$ cat config.mk
export PLATFORM = sky130hd
export DESIGN_NAME = imu_serial_frame_parser
export DESIGN_NICKNAME = d
export VERILOG_FILES = /design/src/hdl/isfp_pkg.sv /design/src/hdl/imu_serial_frame_parser.sv /design/src/hdl/isfp_parser.sv /design/src/hdl/isfp_out_skid.sv
export SDC_FILE = /design/constraint.sdc
export NUM_CORES = 1
export LEC_CHECK = 0
export BUFFER_PORTS_ARGS = -buffer_cell sky130_fd_sc_hd__buf_2
export CAP_MARGIN = 0
export CORE_AREA = 2 2 129 131
export CTS_CLUSTER_DIAMETER = 120
export DETAILED_ROUTE_END_ITERATION = 16
export DIE_AREA = 0 0 131 133
export PLACE_DENSITY = 0.72
export REMOVE_ABC_BUFFERS = 1
export SYNTH_ARGS = -nofsm -noshare
export SYNTH_HDL_FRONTEND = slang
export SYNTH_SLANG_ARGS = --single-unit
$ cat constraint.sdc
create_clock -name clk -period 9.5 [get_ports clk]
set_input_delay 0.475 -clock clk [delete_from_list [all_inputs] [get_ports clk]]
set_output_delay 0.475 -clock clk [all_outputs]
set_load 0.01 [all_outputs]
$ cat src/hdl/isfp_pkg.sv
// Shared types and constants for the IMU serial frame parser.
// No dependencies; imported by every module of the block.
package isfp_pkg;

	localparam int unsigned FRAME_LEN_DEF = 11;

	localparam logic [7:0] HDR_BYTE = 8'h55;
	localparam logic [7:0] TYPE_LO  = 8'h50;
	localparam logic [7:0] TYPE_HI  = 8'h5A;
	localparam logic [7:0] TYPE_ACC = 8'h51;
	localparam logic [7:0] TYPE_GYR = 8'h52;
	localparam logic [7:0] TYPE_ANG = 8'h53;

	// Payload bytes that feed a record: type at 1, data at 2..9
	localparam int unsigned STORE_FIRST = 1;
	localparam int unsigned STORE_LAST  = 9;

	typedef enum logic [1:0] {
		KIND_ACC = 2'd0,
		KIND_GYR = 2'd1,
		KIND_ANG = 2'd2
	} kind_t;

	typedef struct packed {
		logic [1:0]         record_kind;
		logic signed [15:0] axis_x;
		logic signed [15:0] axis_y;
		logic signed [15:0] axis_z;
		logic signed [15:0] temperature;
	} record_t;

endpackage

$ cat src/hdl/imu_serial_frame_parser.sv
// Top level of the IMU serial frame parser.
// Depends on isfp_pkg, isfp_parser and isfp_out_skid.
//
// Input channel: one received UART byte per beat on rx_byte (in_valid/in_ready).
// The parser hunts for header 0x55, checks a type byte 0x50..0x5A, collects
// FRAME_LEN bytes and compares the last one against the 8-bit sum of the rest.
// Output channel: one record beat (out_valid/out_ready) for each good frame of
// type 0x51 (kind 0, with temperature), 0x52 (kind 1) or 0x53 (kind 2); the
// axes are little-endian signed 16-bit counts, temperature zero if not accel.
// Throughput: one byte per cycle while in_ready is high; every byte is handled
// in the cycle it is taken by the position/sum registers, with no iteration.
// Record path: a good record is pushed when its final byte is accepted and goes
// to the result register, or to the skid entry while that register is full.
// Stall: a result register plus one skid entry sit on the output; in_ready
// drops only while both are full, so bytes keep flowing during a short stall.
// Reset: arst_n clears the position (hunting for header), the sum and both
// output entries; no record is pending after reset.
module imu_serial_frame_parser #(
	parameter int unsigned FRAME_LEN = isfp_pkg::FRAME_LEN_DEF
) (
	input  logic        clk,
	input  logic        arst_n,
	input  logic        in_valid,
	output logic        in_ready,
	input  logic [7:0]  rx_byte,
	output logic        out_valid,
	input  logic        out_ready,
	output logic [1:0]  record_kind,
	output logic signed [15:0] axis_x,
	output logic signed [15:0] axis_y,
	output logic signed [15:0] axis_z,
	output logic signed [15:0] temperature
);
	import isfp_pkg::*;

	logic    take;
	logic    rec_push;
	record_t rec;
	record_t out_rec;

	assign take = in_valid && in_ready;

	isfp_parser #(
		.FRAME_LEN(FRAME_LEN)
	) u_parser (
		.clk     (clk),
		.arst_n  (arst_n),
		.take    (take),
		.rx_byte (rx_byte),
		.rec_push(rec_push),
		.rec     (rec)
	);

	isfp_out_skid u_out (
		.clk      (clk),
		.arst_n   (arst_n),
		.push     (rec_push),
		.push_rec (rec),
		.can_take (in_ready),
		.out_valid(out_valid),
		.out_ready(out_ready),
		.out_rec  (out_rec)
	);

	assign record_kind = out_rec.record_kind;
	assign axis_x      = out_rec.axis_x;
	assign axis_y      = out_rec.axis_y;
	assign axis_z      = out_rec.axis_z;
	assign temperature = out_rec.temperature;

endmodule

$ cat src/hdl/isfp_parser.sv
// Byte-level frame parser: header hunt, type check, running sum, byte store.
// Depends on isfp_pkg; pushes a record for a good 0x51, 0x52 or 0x53 frame.
module isfp_parser #(
	parameter int unsigned FRAME_LEN = isfp_pkg::FRAME_LEN_DEF
) (
	input  logic              clk,
	input  logic              arst_n,
	input  logic              take,
	input  logic [7:0]        rx_byte,
	output logic              rec_push,
	output isfp_pkg::record_t rec
);
	import isfp_pkg::*;

	localparam int unsigned PW = $clog2(FRAME_LEN);
	localparam logic [PW-1:0] POS_FINAL = PW'(FRAME_LEN - 1);

	logic [PW-1:0] pos_q;
	logic [7:0]    sum_q;
	logic [7:0]    store_q [STORE_FIRST:STORE_LAST];

	logic [PW-1:0] pos_d;
	logic [7:0]    sum_d;
	logic          is_hdr;
	logic          type_ok;
	logic          good_frame;
	logic [7:0]    kind_byte;

	assign is_hdr  = (rx_byte == HDR_BYTE);
	assign type_ok = (rx_byte inside {[TYPE_LO:TYPE_HI]});

	// Next position and sum for the byte on the input
	always_comb begin
		pos_d      = pos_q;
		sum_d      = sum_q;
		good_frame = 1'b0;
		if (pos_q == '0) begin
			if (is_hdr) begin
				pos_d = PW'(1);
				sum_d = rx_byte;
			end
		end else if (pos_q == PW'(1) && !type_ok) begin
			pos_d = is_hdr ? PW'(1) : '0;
			sum_d = rx_byte;
		end else if (pos_q < POS_FINAL) begin
			pos_d = pos_q + PW'(1);
			sum_d = sum_q + rx_byte;
		end else if (rx_byte != sum_q) begin
			// bad checksum: a header byte restarts the frame
			pos_d = is_hdr ? PW'(1) : '0;
			sum_d = rx_byte;
		end else begin
			pos_d      = '0;
			good_frame = 1'b1;
		end
	end

	// Hold position and sum
	always_ff @(posedge clk or negedge arst_n) begin
		if (!arst_n) begin
			pos_q <= '0;
			sum_q <= '0;
		end else if (take) begin
			pos_q <= pos_d;
			sum_q <= sum_d;
		end
	end

	// Capture payload bytes at their fixed slots
	always_ff @(posedge clk) begin
		for (int i = STORE_FIRST; i <= STORE_LAST; i++) begin
			if (take && pos_q == PW'(i) && pos_q < POS_FINAL)
				store_q[i] <= rx_byte;
		end
	end

	// Build the record from the stored bytes
	assign kind_byte = store_q[1] - TYPE_ACC;

	always_comb begin
		rec.record_kind = kind_byte[1:0];
		rec.axis_x      = {store_q[3], store_q[2]};
		rec.axis_y      = {store_q[5], store_q[4]};
		rec.axis_z      = {store_q[7], store_q[6]};
		rec.temperature = (store_q[1] == TYPE_ACC) ? {store_q[9], store_q[8]} : 16'sd0;
	end

	assign rec_push = take && good_frame &&
		(store_q[1] == TYPE_ACC || store_q[1] == TYPE_GYR || store_q[1] == TYPE_ANG);

endmodule

$ cat src/hdl/isfp_out_skid.sv
// Result register with one skid entry behind it.
// Depends on isfp_pkg for the record type.
module isfp_out_skid (
	input  logic              clk,
	input  logic              arst_n,
	input  logic              push,
	input  isfp_pkg::record_t push_rec,
	output logic              can_take,
	output logic              out_valid,
	input  logic              out_ready,
	output isfp_pkg::record_t out_rec
);
	import isfp_pkg::*;

	logic    out_valid_q;
	logic    skid_valid_q;
	record_t out_q;
	record_t skid_q;
	logic    pop;

	assign pop       = out_valid_q && out_ready;
	assign can_take  = !skid_valid_q;
	assign out_valid = out_valid_q;
	assign out_rec   = out_q;

	// Track occupancy of result and skid entries
	always_ff @(posedge clk or negedge arst_n) begin
		if (!arst_n) begin
			out_valid_q  <= 1'b0;
			skid_valid_q <= 1'b0;
		end else if (pop) begin
			if (skid_valid_q)
				skid_valid_q <= 1'b0;
			else
				out_valid_q <= push;
		end else if (push) begin
			if (out_valid_q)
				skid_valid_q <= 1'b1;
			else
				out_valid_q <= 1'b1;
		end
	end

	// Move payload: advance skid on drain, park new beat when stalled
	always_ff @(posedge clk) begin
		if (pop) begin
			if (skid_valid_q)
				out_q <= skid_q;
			else if (push)
				out_q <= push_rec;
		end else if (push) begin
			if (out_valid_q)
				skid_q <= push_rec;
			else
				out_q <= push_rec;
		end
	end

endmodule

==> results.md, run 1 <==
* Leak pwr at 3.67 nW
* Most used cell, CP: or4_4
* Core Region at 0.0162 mm2
* Worst hold slack at between 0.2 and 0.3 ns
* RSZ-0062 raised after global routing: no
* CTS max path bufs at 3
* Clk sinks at around 220
* Filler Cell Count at 1,230
* Slowest cell on crit path: or4b_4
* Final worst-path cycle share at 0.386
* Die X-Extent at 131 um
* Antenna violations before repair at 0
* Number of synthesized flops with an enable pin at roughly 200
* Largest net degree at the start of global routing at 68
* IO buf count at between 70 and 80
* Post-DP HPWL at 9.61 mm
* 1st-pass router iterations at 6
* HP Class: in2reg
* Max Fclk at 273 MHz
* DRT iter0 DRCs at ~500
* Final Non-Filler Cells at ~890
* Io pins at 80
* Slowest stage delay, CP at roughly 0.60 ns
* VDD IR max at roughly 0.14 mV
* Post-CTS setup buffer count at 0
* Worst-path clk slew at approximately 0.06 ns
* Tot GR Track Use at 0.184
* WL final at 15.7 mm
* Mapped cell area at ~0.0084 mm2
* Final slew viol count at 0
* Worst setup EP type: flop
* Worst slew margin at 0.351
* Top cells by area, synth: edfxtp_1 (73%), nand2_1 (7.2%), dfrtp_1 (4.2%), mux2_2 (2.2%), ha_1 (2.1%)
* # setup viols final at 0
* CTS H-tree lvls at 1
* Mean post-synth cell area at 14.8 um2
* Placed cell area at 0.00904 mm2
* Drt drc at 0
* Vias in the first global route at 4,658
* Share of post-route cells with drive strength above 1 at 0.210
* Wire per inst at roughly 18 um
* Die area at ~0.017 mm2
* Most frequent cell after synthesis: edfxtp_1
* Crit Path Category: reg2reg
* Cells after Synth at around 570
* Delay-heaviest family, CP: simple AND/OR/NAND/NOR gates
* Routability cong. at ~0.75
* Root buf cell: clkbuf_16
* CTS tree: done
* WP data arrival at around 3.8 ns
* Biggest area consumer among synthesized cells: edfxtp_1
* Buf/Inv on CP at 1
* Synth Flop Type: edfxtp_1
* CP required at 9.62 ns
* Design area at roughly 0.0097 mm2
* CP cell instances: ha_1 > or4_4 > or4_4 > or4b_4 > a2bb2oi_4 > buf_4
* First-pass GRT wire length at around 25 mm
* Dpl cells at about 850
* Skew-Pair Late Insertion Delay at between 0.5 and 0.6 ns
* Max-Cap Viols at 0
* Setup TNS at 0 ns
* Final ANT Viol Nets at 0
* Post-synthesis sequential element count at 218
* Tmin final at 3.66 ns
* Synth unique cells at 49
* Pwr/cell area at between 200 and 250 mW/mm2
* Sequential-to-total area share from yosys stat at 0.774
* Slew @ Worst Pin at approximately 0.97 ns
* Cts hold-fix bufs at 1
* Top cell type's share of synthesized area at 0.732
* Layout area overhead at 16.0%
* Setup ws final at 5.84 ns
* Total grt overflow at 0
* Resized Gates After CTS at 0
* Post-synth ARST share at 0.0642
* Run status: complete, no violations
* Setup crit start kind: flop
* Clk_skew at between 0.015 and 0.02 ns
* Die H at between 100 and 150 um
* Via/cell ratio at 5.22
* Pre-CTS WS at 5.43 ns
* Ant. Diodes at 0
* Final Hold Viols at 0
* Num CTS Buffers at 22
* Core Rows at 47
* Fin nets at 685
* Yosys warning total at 0
* Vias after detailed routing at 4,662
* CP max FO at 66
* Starting Density at 0.518
* Post-synth top cells: edfxtp_1 (204), nand2_1 (161), and3_1 (20)
## sequential cells by signal, indices dropped and copies added (netlist names)
register and cells:
u_out.out_valid 1, u_out.skid_q 66, u_parser.pos_q 4, u_out.skid_valid_q 1, u_parser.store_q 72, u_parser.sum_q 8
u_out.out_rec 66
## area by class of cell
cell class	instances	area (um2)	share of cell area
multi-input combinational	316	1790	0.185
inverter	14	52.6	0.00541
tap	220	275	0.0284
timing repair buffer	86	450	0.0464
clock inverter	8	73.8	0.00761
sequential	218	6480	0.667
clock buffer	31	584	0.0602
## final timing paths
check                                             start            endpoint  slack (ns)  cells past startpoint
worst max-delay path                  u_parser.sum_q[4]   u_out.out_rec[16]        5.84                      6
worst min-delay path                          out_ready  u_out.skid_valid_q        0.25                      2
worst max register to register        u_parser.sum_q[4]   u_out.out_rec[16]        5.84                      6
worst min register to register  u_parser.store_q[0][55]    u_out.skid_q[23]        0.44                      0
max in group asynchronous                        arst_n   u_parser.sum_q[6]        8.81                      2
min in group asynchronous                        arst_n   u_parser.sum_q[0]        0.41                      2
## worst reg2reg max path, delay by kind of cell (launching register included)
family                     cells  cell delay [ns]
AOI/OAI and AO/OA              1             0.13
adders and majority gates      1             0.36
buffers and inverters          1             0.61
DFF                            1             0.38
and+or+nand+nor                3             1.70
## routing by layer
metal | track usage | share of wire
met4 | 0.0567 | 0.020
met2 | 0.307 | 0.50
met3 | 0.0247 | 0.058
met5 | 0 | 0
met1 | 0.254 | 0.42
## power by group
part           switching, W  internal [W]
sequential        0.0000308       0.00110
clock              0.000335      0.000457
combinational      0.000189      0.000120
total              0.000554       0.00168
## cell families after synthesis
kind of cell,synth area share
AND/OR/NAND/NOR,0.126
flip-flops,0.774
AO/OA/AOI/OAI,0.0350
buffers and inverters,0.0154
multiplexers,0.0239
adder cells (fa/ha/maj),0.0233
XOR/XNOR,0.00314
## metrics by stage
step | total power (W) | utilization
2_1_floorplan | 0.00136 | -
3_3_place_gp | 0.00144 | 0.559
3_5_place_dp | 0.00145 | 0.559
4_1_cts | 0.00224 | 0.600
5_1_grt | 0.00232 | 0.600
6_report | 0.00223 | 0.600
## cells in the final DEF (no fill, tap or decap), types with 2 or more instances in the layout
master	count
mux2i_1	2
mux2_2	16
a211oi_1	3
and2_1	6
a31oi_1	2
nor4_1	2
dfrtp_1	14
o2111ai_1	2
or4_1	2
inv_1	14
or4_4	2
or3b_2	2
o21a_1	2
clkinv_1	4
clkbuf_1	9
o21ai_0	7
a21oi_1	13
xnor2_1	2
ha_1	14
nand3_1	2
buf_2	79
nor3_1	5
nand2_1	161
a211o_1	2
o31ai_1	3
and3_1	19
nor2b_1	4
buf_4	6
edfxtp_1	204
clkbuf_16	22
o211ai_1	2
nor2_1	19
nand4bb_1	2
Note: power is estimated with default switching activity, not from simulation.
==> run 2, diff against run 1 <==
--- a/config.mk
+++ b/config.mk
@@ -5,13 +5,14 @@
 export SDC_FILE = /design/constraint.sdc
 export NUM_CORES = 1
 export LEC_CHECK = 0
+export ABC_AREA = 1
 export BUFFER_PORTS_ARGS = -buffer_cell sky130_fd_sc_hd__buf_2
 export CAP_MARGIN = 0
-export CORE_AREA = 2 2 129 131
+export CORE_AREA = 2 2 131 133
 export CTS_CLUSTER_DIAMETER = 120
 export DETAILED_ROUTE_END_ITERATION = 16
-export DIE_AREA = 0 0 131 133
-export PLACE_DENSITY = 0.72
+export DIE_AREA = 0 0 133 135
+export PLACE_DENSITY = 0.74
 export REMOVE_ABC_BUFFERS = 1
 export SYNTH_ARGS = -nofsm -noshare
 export SYNTH_HDL_FRONTEND = slang
==> constraint.sdc (replaced) <==
create_clock -name clk -period 3.1 [get_ports clk]
set_input_delay 0.155 -clock clk [delete_from_list [all_inputs] [get_ports clk]]
set_output_delay 0.155 -clock clk [all_outputs]
set_load 0.01 [all_outputs]
==> run 2 against run 1 <==
  * Global-route usage down 0.15 points
  * Via count decreased by 0.32%
  * Clock skew is 0.0088 ns lower
  * Clock power grew to 3.5 times the previous value
  * Register-to-register slack got worse by 5.2 ns
  * Largest power group unchanged
==> results.md, run 2 <==
* Starting Density at 0.522 (+0.00455)
* RSZ-0062 raised after global routing: no
* Max Fclk at 405 MHz (+48%)
* Core Rows at 47 (unchanged)
* Share of post-route cells with drive strength above 1 at 0.270 (+0.0602)
* Routability cong. at 0.799 (+6.1%)
* Cells after Synth at 582 (+2.8%)
* Max-Cap Viols at 0 (unchanged)
* Post-DP HPWL at 10.4 mm (+8.1%)
* Die X-Extent at 133 um (+1.5%)
* WP data arrival at 2.63 ns (-1.15 ns)
* Fin nets at 709 (+3.5%)
* Final slew viol count at 0 (unchanged)
* Top cell type's share of synthesized area at 0.715 (-0.0168)
* # setup viols final at 0 (unchanged)
* FF-to-FF End: u_out.skid_q[41]
* Largest net degree at the start of global routing at 67 (-1.5%)
* Tot GR Track Use at 0.183 (-0.00148)
* Setup TNS at 0 ns (unchanged)
* CP required at 3.26 ns (-6.36 ns)
* Root buf cell: clkbuf_16
* Post-synthesis sequential element count at 218 (unchanged)
* Commonest cells after routing, fill and taps aside: edfxtp_1 (204), nand2_1 (110), buf_2 (79)
* Drt drc at 0 (unchanged)
* IO buf count at 79 (unchanged)
* VDD IR max at 0.360 mV (+160%)
* CTS H-tree lvls at 1 (unchanged)
* Layout area overhead at 16.9%
* Number of synthesized flops with an enable pin at 204 (unchanged)
* Ant. Diodes at 0 (unchanged)
* Die area at 0.0180 mm2 (+3.1%)
* Skew-Pair Late Insertion Delay at 0.50 ns (about the same)
* Vias in the first global route at 4,693 (+0.75%)
* R2R Setup Slk at 0.63 ns (-5.21 ns)
* Most flop-heavy register: u_parser.store_q
* Clk sinks at 218 (unchanged)
* CTS max path bufs at 3 (unchanged)
* Num CTS Buffers at 22 (unchanged)
* HP Class: in2reg
* Sequential-to-total area share from yosys stat at 0.756 (-0.0177)
* Post-Route Utilization at 0.611 (+0.0103)
* Worst-path clk slew at 0.06 ns (about the same)
* CP max FO at 66 (unchanged)
* Core Region at 0.0164 mm2 (+1.5%)
* Run status: complete, no violations
* First-pass GRT wire length at 25.4 mm (+2.4%)
* Die H at 135 um (+1.5%)
* CP Launch Point: u_out.skid_valid_q
* Biggest area consumer among synthesized cells: edfxtp_1
* Tmin final at 2.47 ns (-1.19 ns)
* Leak pwr at 3.86 nW (+5.1%)
* WL final at 16.0 mm (+2.0%)
* Cts hold-fix bufs at 1 (unchanged)
* Yosys warning total at 0 (unchanged)
* Termination of the worst setup path: u_out.skid_q[41]
* DRT iter0 DRCs at 342 (-32%)
* Worst slew margin at 0.465 (+0.114)
* Worst setup EP type: flop
* Pwr/cell area at 600 mW/mm2 (+160%)
* Setup ws final at 0.628 ns (-5.21 ns)
* CTS tree: done
* Final ANT Viol Nets at 0 (unchanged)
* Post-CTS setup buffer count at 0 (unchanged)
* Synth Flop Type: edfxtp_1
* Wire per inst at 17.4 um (-0.68%)
* Top cells by area, synth: edfxtp_1 (72%), mux2_2 (6.4%), nand2_1 (4.8%), dfrtp_1 (4.1%), inv_1 (2.6%)
* 1st-pass router iterations at 4 (-2)
* Mean post-synth cell area at 14.7 um2 (-0.47%)
* Io pins at 80 (unchanged)
* Most frequent cell after synthesis: edfxtp_1
* Resized Gates After CTS at 0 (unchanged)
* Hold_sp: rx_byte[5]
* Slew @ Worst Pin at 0.799 ns (-0.174 ns)
* Mapped cell area at 0.00857 mm2 (+2.3%)
* Via/cell ratio at 5.07 (-2.9%)
* Worst reg2reg startpoint: u_out.skid_valid_q
* Post-synth top cells: edfxtp_1 (204), nand2_1 (110), inv_1 (59)
* Final worst-path cycle share at 0.797 (+0.412)
* Setup crit start kind: flop
* Clk_skew at 0.0110 ns (-0.00877 ns)
* Post-synth ARST share at 0.0642 (unchanged)
* Max reg flops at 72 (unchanged)
* Vias after detailed routing at 4,647 (-0.32%)
* Total grt overflow at 0 (unchanged)
* Final Hold Viols at 0 (unchanged)
* Commonest non-fill, non-tap cell in the layout: edfxtp_1
* Pre-CTS WS at 0.645 ns (-4.79 ns)
* Crit Path Category: reg2reg
* Antenna violations before repair at 0 (unchanged)
* R2R depth at 6 (unchanged)
* Synth unique cells at 30 (-39%)
run 2: changes by cell type after synthesis, sizes merged, moves of 4 or more:
cell,previous run,this run
a21oi,14,7
and2,6,0
and3,20,0
buf,3,11
clkbuf,15,2
inv,14,64
mux2,16,49
nand2,161,114
nand3,3,36
nand4,0,5
nor2,20,39
nor2b,4,0
or4,4,0
run 2: worst min path at each step:
stage | to | depth (start not counted)
after global routing | u_parser.store_q[0][77] | 1
after detailed placement | u_parser.sum_q[7] | 1
after global placement | u_parser.sum_q[7] | 1
final | u_parser.store_q[0][45] | 1
after floorplan | u_out.out_valid | 0
after CTS | u_parser.store_q[0][45] | 1
run 2: report_power, final:
part	leakage, nW	switching, W	total, W	internal, W
Clock	0.365	0.00106	0.00275	0.00169
Combinational	1.48	0.0000566	0.0000775	0.0000209
Sequential	2.02	0	0.00319	0.00319
run 2: worst max-delay path: stages, from the launching register on:
cell	delay (ns)
dfrtp_1	0.67
inv_2	0.21
nand2_2	0.12
nor3_1	0.40
nand3_1	0.21
nor2_4	0.15
buf_12	0.33
run 2: layer usage:
layer,track usage,part of all wire
met5,0,0
met4,0.0615,0.023
met3,0.0334,0.057
met2,0.295,0.48
met1,0.254,0.44
run 2: stage by stage:
stage	instances	power (W)	area, um2	hold WS (ns)
2_1_floorplan	569	0.00328	8460	-0.141
3_3_place_gp	877	0.00332	9250	0.0864
3_5_place_dp	877	0.00333	9250	0.0944
4_1_cts	917	0.00606	10000	0.0207
5_1_grt	917	0.00616	10000	0.0306
6_report	917	0.00601	10000	0.0344
run 2: cell families after synthesis:
kind of cell               share of synthesized area
DFF                                            0.756
and+or+nand+nor                                0.101
AOI/OAI and AO/OA                             0.0108
adders and majority gates                     0.0228
xor gates and xnor gates                     0.00409
muxes                                         0.0644
buffers and inverters                         0.0410
run 2: cell type report:
type,instances,area [um2]
sequential,218,6480
fill,1238,6390
multi-input combinational,286,1750
clock buffer,28,594
timing repair buffer,89,510
tap,220,275
inverter,65,249
clock inverter,11,160
==> run 3, diff against run 2 <==
--- a/config.mk
+++ b/config.mk
@@ -12,7 +12,7 @@
 export CTS_CLUSTER_DIAMETER = 120
 export DETAILED_ROUTE_END_ITERATION = 16
 export DIE_AREA = 0 0 133 135
-export PLACE_DENSITY = 0.74
+export PLACE_DENSITY = 0.71
 export REMOVE_ABC_BUFFERS = 1
 export SYNTH_ARGS = -nofsm -noshare
 export SYNTH_HDL_FRONTEND = slang
==> constraint.sdc (replaced) <==
create_clock -name clk -period 2.3 [get_ports clk]
set_input_delay 0.115 -clock clk [delete_from_list [all_inputs] [get_ports clk]]
set_output_delay 0.115 -clock clk [all_outputs]
set_load 0.01 [all_outputs]
==> run 3 against run 2 <==
  * Global-route usage increased by 0.26 points
  * Sequential power grew 34%
  * Combinational power increased by 68%
  * First-iteration DRC count shrank 2.0%
  * Non-clock buffer count grew 26
  * Sequential share of layout area down 0.68 points
  * Critical path type unchanged
  * Largest cell class unchanged
  * Highest routed layer unchanged
==> results.md, run 3 (synthesis results as in run 2) <==
* Run status: complete, no violations
* Io pins at 80 (unchanged)
* CTS max path bufs at 3 (unchanged)
* Most used cell, CP: buf_4
* Total grt overflow at 0 (unchanged)
* Combinational share of power at 0.017 (+0.004)
* Final slew viol count at 0 (unchanged)
* Slowest stage delay, CP at 0.38 ns (-0.29 ns)
* Wire per inst at 17.4 um (+0.14%)
* Core Rows at 47 (unchanged)
* 1st-pass router iterations at 5 (+1)
* CP max FO at 26 (-61%)
* Core Region at 0.0164 mm2 (unchanged)
* R2R Setup Slk at 0.06 ns (-0.56 ns)
* HP Class: in2reg
* Die H at 135 um (unchanged)
* CTS H-tree lvls at 1 (unchanged)
* Root buf cell: clkbuf_16
* Final ANT Viol Nets at 0 (unchanged)
* Termination of the worst setup path: u_out.out_rec[54]
* # setup viols final at 0 (unchanged)
* Post-DP HPWL at 10.6 mm (+1.7%)
* Die area at 0.0180 mm2 (unchanged)
* Max reg flops at 72 (unchanged)
* Worst setup EP type: flop
* FF-to-FF End: u_out.out_rec[54]
* Internal power at 0.00610 W (+25%)
* Starting Density at 0.522 (unchanged)
* Setup crit start kind: flop
* Tot GR Track Use at 0.185 (+0.00256)
* Switch Pwr at 0.00143 W (+29%)
* Largest net degree at the start of global routing at 52 (-22%)
* Routability cong. at 0.961 (+20%)
* WL final at 16.3 mm (+2.3%)
* Worst-path clk slew at 0.07 ns (about the same)
* Commonest cells after routing, fill and taps aside: edfxtp_1 (204), nand2_1 (110), buf_2 (79)
* VDD IR max at 0.591 mV (+64%)
* Leak pwr at 3.94 nW (+2.0%)
* Worst slew margin at 0.513 (+0.0476)
* Num CTS Buffers at 21 (-4.5%)
* Max Fclk at 447 MHz (+11%)
* Final Hold Viols at 0 (unchanged)
* CP cell instances: ha_1 > nor2_1 > nand3_1 > nor3_2 > buf_4 > nand2_1 > a22oi_2 > buf_4 > clkbuf_16
* Worst reg2reg startpoint: u_parser.sum_q[3]
* Design area at 0.0101 mm2 (+1.1%)
* Setup TNS at 0 ns (unchanged)
* Most flop-heavy register: u_parser.store_q
* Reg power frac at 0.569 (+0.039)
* CTS tree: done
* Clk sinks at 218 (unchanged)
* DRT iter0 DRCs at 335 (-2.0%)
* Antenna violations before repair at 0 (unchanged)
* Tmin final at 2.24 ns (-0.235 ns)
* Drt drc at 0 (unchanged)
* Max-Cap Viols at 0 (unchanged)
* Share of post-route cells with drive strength above 1 at 0.291 (+0.0218)
* Clock power frac at 0.413 (-0.044)
* First-pass GRT wire length at 25.7 mm (+1.5%)
* Placed cell area at 0.00944 mm2 (+2.1%)
* WP data arrival at 2.42 ns (-0.21 ns)
* Layout area overhead at 18.2%
* Vias in the first global route at 4,846 (+3.3%)
* Fin nets at 734 (+3.5%)
* Switching share of power at 0.190 (+0.00495)
* IO buf count at 79 (unchanged)
* Slew @ Worst Pin at 0.731 ns (-0.0685 ns)
* Clk_skew at 0.0133 ns (+0.00228 ns)
* R2R depth at 9 (+3)
* Final worst-path cycle share at 0.972 (+0.175)
* Crit Path Category: reg2reg
* CP required at 2.48 ns (-0.78 ns)
* Die X-Extent at 133 um (unchanged)
* Commonest non-fill, non-tap cell in the layout: edfxtp_1
* Via/cell ratio at 5.15 (+1.7%)
* Skew-Pair Late Insertion Delay at 0.49 ns (about the same)
* Ant. Diodes at 0 (unchanged)
* CP Launch Point: u_parser.sum_q[3]
* Vias after detailed routing at 4,829 (+3.9%)
* Slowest cell on crit path: dfrtp_1
* Pwr/cell area at 745 mW/mm2 (+24%)
run 3: cell types whose count changed in the layout (fill, tap and decap cells not counted), moves of 2 or more:
| cell | delta |
|---|---|
| buf_12 | +2 |
| clkbuf_1 | -3 |
| bufinv_16 | -3 |
| dlygate4sd3_1 | +2 |
| buf_4 | +20 |
run 3: layout make-up:
| type | instances | area (um2) |
|---|---|---|
| flip-flops and latches | 218 | 6480 |
| fillers | 1208 | 6280 |
| multi-input cells | 286 | 1760 |
| repair buffers | 115 | 757 |
| clock buffers | 23 | 533 |
| well taps | 220 | 275 |
| inverters | 65 | 249 |
| clock inverters | 10 | 76.3 |
run 3: timing repair:
action                                  in CTS  in global routing
endpoints found under the hold margin       19                  0
hold buffers                                 3                  0
resized for setup                            0                  5
endpoints found under the setup margin       0                 95
buffers inserted                             0                  1
run 3: power groups by stage:
stage          Sequential, W  Combinational [W]  Clock (W)
6_report             0.00429           0.000130    0.00312
5_1_grt              0.00429           0.000142    0.00333
4_1_cts              0.00429           0.000130    0.00317
3_5_place_dp         0.00438           0.000125          0
3_3_place_gp         0.00438           0.000124          0
2_1_floorplan        0.00438          0.0000432          0
run 3: worst min path at each step:
stage                          start                      end  slack [ns]  depth (start not counted)
after floorplan               arst_n          u_out.out_valid       -0.18                          0
after global placement        arst_n        u_parser.sum_q[4]        0.05                          1
after detailed placement      arst_n        u_parser.sum_q[4]        0.05                          1
after CTS                  out_ready          u_out.out_valid        0.02                          4
after global routing      rx_byte[5]  u_parser.store_q[0][13]        0.06                          2
final                      out_ready          u_out.out_valid        0.03                          4
run 3: per-stage QoR:
step / std cells / hold slack, ns / total power [W] / setup WS (ns) / util
after global routing: 937 / 0.0581 / 0.00776 / -0.0781 / 0.617
final: 937 / 0.0340 / 0.00754 / 0.0637 / 0.617
after CTS: 935 / 0.0245 / 0.00759 / 0.0837 / 0.615
after detailed placement: 899 / 0.0476 / 0.00450 / 0.0824 / 0.576
after global placement: 899 / 0.0485 / 0.00450 / 0.0997 / 0.576
after floorplan: 569 / -0.181 / 0.00442 / -3.05 / -
run 3: worst max-delay path, delay by kind of cell (launching register included):
family | cells | cell delay [ns]
adders and majority gates | 1 | 0.30
AOI/OAI and AO/OA | 1 | 0.16
and+or+nand+nor | 4 | 0.53
DFF | 1 | 0.38
buffers and inverters | 3 | 0.55
run 3: layer usage:
metal / GRT usage / routed length, um / up-vias
li1: - / - / 2279
met1: 0.237 / 6840 / 2371
met2: 0.329 / 8150 / 145
met3: 0.0259 / 877 / 34
met4: 0.0609 / 461 / 0
met5: 0 / 0 / -
